### config.mk
export PLATFORM = sky130hd
export DESIGN_NAME = qxw_mix
export DESIGN_NICKNAME = d
export VERILOG_FILES = /design/src/rtl/core/qxw_pkg.sv /design/src/rtl/core/qxw_mix.sv
export SDC_FILE = /design/constraint.sdc
export NUM_CORES = 2
export LEC_CHECK = 0
export ABC_AREA = 1
export BUFFER_PORTS_ARGS = -buffer_cell sky130_fd_sc_hd__buf_4
export CAP_MARGIN = 20
export CORE_UTILIZATION = 30
export DETAILED_ROUTE_END_ITERATION = 10
export HOLD_SLACK_MARGIN = 0.05
export PLACE_DENSITY = 0.54
export SKIP_CTS_REPAIR_TIMING = 1
export SYNTH_ARGS = -nofsm -noshare
export SYNTH_HDL_FRONTEND = slang
export SYNTH_SLANG_ARGS = --single-unit
### constraint.sdc
create_clock -name clk_i -period 5.8 [get_ports clk_i]
set_input_delay 1.16 -clock clk_i [delete_from_list [all_inputs] [get_ports clk_i]]
set_output_delay 1.16 -clock clk_i [all_outputs]
set_load 0.005 [all_outputs]
### src/rtl/core/qxw_pkg.sv
// Shared types, widths and constants for the X-quadrotor motor mixer.
package qxw_pkg;

  // Field widths.
  localparam int IN_W    = 32;
  localparam int GAIN_W  = 32;
  localparam int SPEED_W = 24;
  localparam int FRAC_W  = 16;

  // Internal widths: exact product, rounded term, partial and full sums.
  localparam int PROD_W = IN_W + GAIN_W;
  localparam int TERM_W = PROD_W - FRAC_W;
  localparam int PAIR_W = TERM_W + 2;
  localparam int SUM_W  = TERM_W + 3;

  // Square root radicand and number of recurrence steps (one result bit each).
  localparam int RAD_W      = 2 * SPEED_W;
  localparam int SQRT_STEPS = RAD_W / 2;

  // Half an LSB of the Q.16 result, added before truncation.
  localparam logic [PROD_W-1:0] ROUND_HALF = PROD_W'(1) << (FRAC_W - 1);

  // Pipeline depth: three front stages, three mixing stages, the root chain.
  localparam int FRONT_STAGES = 3;
  localparam int MIX_STAGES   = 3;
  localparam int PIPE_DEPTH   = FRONT_STAGES + MIX_STAGES + SQRT_STEPS;

  // Motor order on the result ports.
  localparam int NUM_MOTORS  = 4;
  localparam int MOTOR_FL    = 0;
  localparam int MOTOR_RL    = 1;
  localparam int MOTOR_RR    = 2;
  localparam int MOTOR_FR    = 3;

  // Per-motor subtract masks for roll, pitch and yaw (bit i is motor i).
  localparam logic [NUM_MOTORS-1:0] NEG_ROLL  = 4'b1100;
  localparam logic [NUM_MOTORS-1:0] NEG_PITCH = 4'b1001;
  localparam logic [NUM_MOTORS-1:0] NEG_YAW   = 4'b1010;

  // Configuration register indexes.
  localparam int CFG_IDX_W = 3;
  typedef enum logic [CFG_IDX_W-1:0] {
    REG_THRUST_GAIN = 3'd0,
    REG_ARM_GAIN    = 3'd1,
    REG_YAW_GAIN    = 3'd2,
    REG_MIN_SPEED   = 3'd3,
    REG_MAX_SPEED   = 3'd4
  } cfg_reg_e;

  // Reset values of the configuration registers.
  localparam logic [GAIN_W-1:0]  GAIN_RESET      = 32'h0001_0000;
  localparam logic [SPEED_W-1:0] MIN_SPEED_RESET = 24'h00_0000;
  localparam logic [SPEED_W-1:0] MAX_SPEED_RESET = 24'hFF_FFFF;
  localparam logic [RAD_W-1:0]   MAX_SQ_RESET    = 48'hFFFF_FE00_0001;

  // Rounded term magnitudes and their signs, as handed to the mixer.
  typedef struct packed {
    logic [TERM_W-1:0] thrust;
    logic [TERM_W-1:0] roll;
    logic [TERM_W-1:0] pitch;
    logic [TERM_W-1:0] yaw;
    logic              roll_neg;
    logic              pitch_neg;
    logic              yaw_neg;
  } terms_t;

  // One lane of the square root recurrence.
  typedef struct packed {
    logic [RAD_W-1:0] rem;
    logic [RAD_W-1:0] root;
  } sqrt_lane_t;

  typedef sqrt_lane_t [NUM_MOTORS-1:0] sqrt_lanes_t;

endpackage

### src/rtl/core/qxw_mix.sv
// Mixer: signed sums per motor, then the clamp to the squared speed limits.
module qxw_mix import qxw_pkg::*; (
  input  logic                                clk_i,
  input  logic                                rst_ni,
  input  logic                                valid_i,
  input  terms_t                              terms_i,
  input  logic [RAD_W-1:0]                    min_sq_i,
  input  logic [RAD_W-1:0]                    max_sq_i,
  output logic                                valid_o,
  output logic [NUM_MOTORS-1:0][RAD_W-1:0]    sq_o
);

  logic                     s4_valid_q, s5_valid_q, s6_valid_q;
  logic signed [PAIR_W-1:0] a_q [NUM_MOTORS];
  logic signed [PAIR_W-1:0] b_q [NUM_MOTORS];
  logic signed [PAIR_W-1:0] a_d [NUM_MOTORS];
  logic signed [PAIR_W-1:0] b_d [NUM_MOTORS];
  logic signed [SUM_W-1:0]  sum_q [NUM_MOTORS];
  logic signed [SUM_W-1:0]  sum_d [NUM_MOTORS];
  logic [NUM_MOTORS-1:0][RAD_W-1:0] sq_q, sq_d;

  // Pair sums: thrust with roll, pitch with yaw.
  always_comb begin
    logic signed [PAIR_W-1:0] t_s, r_s, p_s, y_s;
    t_s = $signed({{(PAIR_W-TERM_W){1'b0}}, terms_i.thrust});
    r_s = $signed({{(PAIR_W-TERM_W){1'b0}}, terms_i.roll});
    p_s = $signed({{(PAIR_W-TERM_W){1'b0}}, terms_i.pitch});
    y_s = $signed({{(PAIR_W-TERM_W){1'b0}}, terms_i.yaw});
    for (int i = 0; i < NUM_MOTORS; i++) begin
      a_d[i] = t_s + ((NEG_ROLL[i] ^ terms_i.roll_neg) ? -r_s : r_s);
      b_d[i] = ((NEG_PITCH[i] ^ terms_i.pitch_neg) ? -p_s : p_s)
             + ((NEG_YAW[i] ^ terms_i.yaw_neg) ? -y_s : y_s);
    end
  end

  // Full squared speed.
  always_comb begin
    for (int i = 0; i < NUM_MOTORS; i++) begin
      sum_d[i] = $signed({a_q[i][PAIR_W-1], a_q[i]}) + $signed({b_q[i][PAIR_W-1], b_q[i]});
    end
  end

  // Clamp: below the low limit wins over the high limit.
  always_comb begin
    logic signed [SUM_W-1:0] lo_s, hi_s;
    lo_s = $signed({{(SUM_W-RAD_W){1'b0}}, min_sq_i});
    hi_s = $signed({{(SUM_W-RAD_W){1'b0}}, max_sq_i});
    for (int i = 0; i < NUM_MOTORS; i++) begin
      if (sum_q[i] < lo_s) begin
        sq_d[i] = min_sq_i;
      end else if (sum_q[i] > hi_s) begin
        sq_d[i] = max_sq_i;
      end else begin
        sq_d[i] = sum_q[i][RAD_W-1:0];
      end
    end
  end

  // Valid bits.
  always_ff @(posedge clk_i or negedge rst_ni) begin
    if (!rst_ni) begin
      s4_valid_q <= 1'b0;
      s5_valid_q <= 1'b0;
      s6_valid_q <= 1'b0;
    end else begin
      s4_valid_q <= valid_i;
      s5_valid_q <= s4_valid_q;
      s6_valid_q <= s5_valid_q;
    end
  end

  // Payload registers.
  always_ff @(posedge clk_i) begin
    for (int i = 0; i < NUM_MOTORS; i++) begin
      if (valid_i) begin
        a_q[i] <= a_d[i];
        b_q[i] <= b_d[i];
      end
      if (s4_valid_q) begin
        sum_q[i] <= sum_d[i];
      end
    end
    if (s5_valid_q) begin
      sq_q <= sq_d;
    end
  end

  assign valid_o = s6_valid_q;
  assign sq_o    = sq_q;

endmodule

* After elaboration in Yosys (flattened, before gate mapping)
Memory sizes are Yosys's and may differ from the RTL's.
Cells that the tools add are included.
** Operators by class
- $add $sub $neg :: 13
- $lt $le $gt $ge :: 8
- Multiplexer cells :: 18
** Operators with widths (number)
- $mux 48 :: 8
- $mux 50 :: 6
- $add 50x50->51 :: 4
- $gt 51x49->1 :: 4
- $lt 51x49->1 :: 4
- $add 50x50->50 :: 4
- $neg 48->50 :: 3
- $add 49x50->50 :: 2
- $mux 1 :: 4
** Word-level totals
- Flip-flop bits (word level) :: 195
- Memory bits (writable) :: 604
- Input port bits :: 294
- Output and inout port bits :: 193
- Word-level logic and storage cells :: 49
- Memories kept :: 3
** Memory list
- sum_q :: depth 4, width 51, read ports 4, clocked after Yosys merged registers in 0, write ports 4, RTL line qxw_mix.sv:18 : logic signed [SUM_W-1:0] sum_q [NUM_MOTORS];
- a_q :: depth 4, width 50, read ports 4, clocked after Yosys merged registers in 0, write ports 4, RTL line qxw_mix.sv:14 : logic signed [PAIR_W-1:0] a_q [NUM_MOTORS];
- b_q :: depth 4, width 50, read ports 4, clocked after Yosys merged registers in 0, write ports 4, RTL line qxw_mix.sv:15 : logic signed [PAIR_W-1:0] b_q [NUM_MOTORS];

* Depth between registers and ports, before layout
- Depth after elaboration :: 3
- Mapped depth :: 30

* Worst setup path before layout
OpenSTA, ideal clock, no wires.
- Path kind :: flip-flop to flip-flop
- From :: reg s4_valid_q
- To :: reg s5_valid_q
- Setup time :: 0.572 ns
- Data arrival time :: 4.379 ns
- Slack :: 0.849 ns
- Cell stages (with the launch flop) :: 1
- Path buffers :: 0
- Period minus slack after synthesis :: 4.951 ns
- Path through :: dfrtp_1
** RTL lines
- start: declaration :: RTL line qxw_mix.sv:13 : logic s4_valid_q, s5_valid_q, s6_valid_q;
- start signal: assignment :: RTL line qxw_mix.sv:66 : s4_valid_q <= valid_i;
- end signal: assignment :: RTL line qxw_mix.sv:67 : s5_valid_q <= s4_valid_q;
- end: declaration :: RTL line qxw_mix.sv:13
No word-level cell between the ends.

==> flow_metrics.tcl <==
set metrics [dict create \
    grt_pass1_wl_mm 497.0 \
    synth_nets 11050 \
    nFillCells 25190 \
    hp-class "input port to async pin" \
    end_kind "register" \
    final_cell_mix "2349 x nand2_1, 1252 x inv_1, 904 x nor2_1" \
    multi_input_area_mm2 0.04535 \
    drcViolationCount 0 \
    p_sw_mw 16.84 \
    final_common_cell "nand2_1" \
    synthToLayoutAreaGrowth_pct 17.61 \
    track_usage_pct 28.32 \
    drive_above_1_share_pct 11.00 \
    wl_per_cell_um 25.44 \
    clockPowerShare_pct 15.8 \
    synth_cell_types 70 \
    die_h_um 490.4 \
    postPlaceCellArea_mm2 0.08144 \
    grt_pass1_vias 70470 \
    yosysSeqAreaShare_pct 29.01 \
    stdcell_count 13850 \
    area.sequential_mm2 0.02077 \
    switching_share_pct 49.63 \
    ir_drop_uv 267.1 \
    place_congestion 1.075 \
    ant_nets 0 \
    critPathTopFamily "simple AND/OR/NAND/NOR gates" \
    dp_hpwl_mm 303.9 \
    antenna_found_initial 17 \
    grt_overflow 0 \
    cellLeakagePower_nw 39.08 \
    r2r_cells 10 \
    worst_pin_slew_ns 1.149 \
    fin_nets 11800 \
    synth_flop_cell "edfxtp_1" \
    synth_area_per_cell_um2 7.248 \
    arrival_ns 5.81 \
    max_stage_delay_ns 0.65 \
    period_minus_slack_ns 5.384 \
    p_int_mw 17.09 \
    cts-root-buf "clkbuf_16" \
    drt_wl_total_mm 352.2 \
    p_per_area_mw_per_mm2 403.1 \
    clk_pin_slew_ns 0.06 \
    drt_iter0_markers 7964 \
    fin_hold_ws_ns 0.2157 \
    crit_path_top_delay_cell "o21ai_0" \
    coreArea_mm2 0.2361 \
    fmax_mhz 185.7 \
    drv_cap 0 \
    outcome "completed" \
    worstSkewPairLatency_ns 0.76 \
    cp_cell_sequence "buf_4, inv_1, ha_1, nand3_2, nor2_4, nand2_2, nor2_4, nand4_1, o21ai_0, nand2_1, o21ai_0, ha_1, nand2_1, nor2_1, inv_1, nor4_1, nand3_1, o211ai_1, a21oi_1, xor2_1" \
    syn_inst 9874 \
    slew_viol_final 0 \
    die-area_mm2 0.2405 \
    finish.utilization_pct 35.66 \
    reg2reg_from "sum_q[0][25]" \
    critPathBufInv 3 \
    finalClockSkew_ns 0.09119 \
    seq_power_share_pct 29.9 \
    timing.final.crit_share_pct 92.82 \
    rrSetupSlack_ns 1.63 \
    comb_power_share_pct 54.4 \
    cts_buffers 83 \
    synth_edf_count 689 \
    start_util_pct 30.32 \
    cp_max_fo 6 \
    fp-row-count 178 \
    synth_area_mm2 0.07157 \
    cts_max_path_buffers 3 \
    port_buffers 486 \
    async_reset_ff_share_pct 0.4335 \
    required_ns 6.22 \
    crit_type "input port to register" \
    placedCellCount 13700 \
    synth-seq-cells 692 \
    r2r_end "sq_o[16]" \
    rsz0062_at_grt "false" \
    setup_violations 0 \
    clock-sinks 692 \
    via_count 74430 \
    cts_tree "built" \
    pin_count 487 \
    die_x_um 490.4 \
    viasPerCell 5.375 \
    yosysWarnings 0 \
    grt_start_max_net_pins 155 \
    firstDrtPassIters 8 \
    startpoint_type "input port" \
    fin_area_mm2 0.08417 \
    htree_levels 3 \
    slew_headroom_pct 22.62 \
    hold_viol 0 \
]
[metrics by stage]
step	setup TNS [ns]	worst slack, ns	total power [mW]
2_1_floorplan	0	0.8491	19.33
3_5_place_dp	-0.7279	-0.1924	28.16
4_1_cts	0	0.5899	33.57
6_report	0	0.4163	33.93
5_1_grt	0	0.3116	35.77
3_3_place_gp	-0.5725	-0.1720	27.97
[power groups by stage]
| stage | Combinational (mW) | Clock (mW) | Sequential (mW) |
|---|---|---|---|
| 3_5_place_dp | 18.0 | 0 | 10.1 |
| 3_3_place_gp | 17.8 | 0 | 10.2 |
| 4_1_cts | 18.1 | 5.44 | 10.0 |
| 5_1_grt | 20.0 | 5.63 | 10.2 |
| 2_1_floorplan | 10.6 | 0 | 8.78 |
| 6_report | 18.4 | 5.35 | 10.1 |
[flip-flops by register name, summed over array words and instances (netlist names)]
register and flops:
valid_o 1, s4_valid_q 1, a_q 99, sum_q 201, sq_o 192, b_q 197, s5_valid_q 1
[logic make-up after synthesis]
logic type	after synthesis	synth area share, %
xor gates and xnor gates	534	6.556
AOI/OAI and AO/OA	1967	15.28
adders and majority gates	877	15.44
buffers and inverters	1459	7.767
and+or+nand+nor	4345	25.94
DFF	692	29.01
[cell usage after synthesis, types with 22 or more instances]
| cell | n | area [µm²] |
|---|---|---|
| a21o_1 | 26 | 195.2 |
| inv_1 | 1254 | 4707 |
| o211ai_1 | 32 | 240.2 |
| o31ai_1 | 24 | 180.2 |
| nor2_2 | 31 | 193.9 |
| o21ai_0 | 622 | 3113 |
| o21ai_1 | 41 | 205.2 |
| o221ai_1 | 27 | 236.5 |
| o21a_1 | 75 | 563.0 |
| edfxtp_1 | 689 | 20690 |
| nor2_1 | 906 | 3401 |
| xor2_1 | 318 | 2785 |
| a31oi_1 | 203 | 1270 |
| nand2_2 | 48 | 300.3 |
| a21oi_1 | 808 | 4044 |
| nand3_1 | 551 | 2758 |
| nor4_1 | 62 | 387.9 |
| nand4_1 | 197 | 1232 |
| clkbuf_1 | 125 | 469.2 |
| nor3_1 | 101 | 505.5 |
| ha_1 | 867 | 10850 |
| a21boi_0 | 24 | 180.2 |
| xnor2_1 | 214 | 1874 |
| nand2_1 | 2349 | 8817 |
| buf_2 | 43 | 215.2 |
| a211oi_1 | 22 | 165.2 |
[metal layers]
| metal | up-vias | wire (µm) | GRT usage (%) |
|---|---|---|---|
| met1 | 35450 | 159400 | 39.38 |
| met2 | 3271 | 155400 | 45.23 |
| met4 | 4 | 13840 | 9.788 |
| met3 | 482 | 23460 | 3.075 |
| li1 | 35230 | - | - |
| met5 | - | 83 | 0 |
[area by class of cell]
type / instances / share of cell area [%]
diodes: 4 / 0.01189
clock buffers: 97 / 2.555
clock inverters: 50 / 0.6793
inverters: 1276 / 5.692
multi-input cells: 7723 / 53.88
flip-flops and latches: 692 / 24.68
well taps: 3150 / 4.682
repair buffers: 856 / 7.822
[how the worst max path moves through the flow]
stage	from	end	slack (ns)	cells after the start
finish	terms_i[3]	b_q[2][47]	0.42	20
global route	terms_i[3]	b_q[0][48]	0.31	22
CTS	terms_i[3]	b_q[0][48]	0.59	22
detailed placement	terms_i[3]	b_q[0][48]	-0.19	22
global placement	terms_i[3]	b_q[0][48]	-0.17	22
floorplan	s4_valid_q	s5_valid_q	0.85	0
No activity file was read; power rests on OpenSTA's default activity.
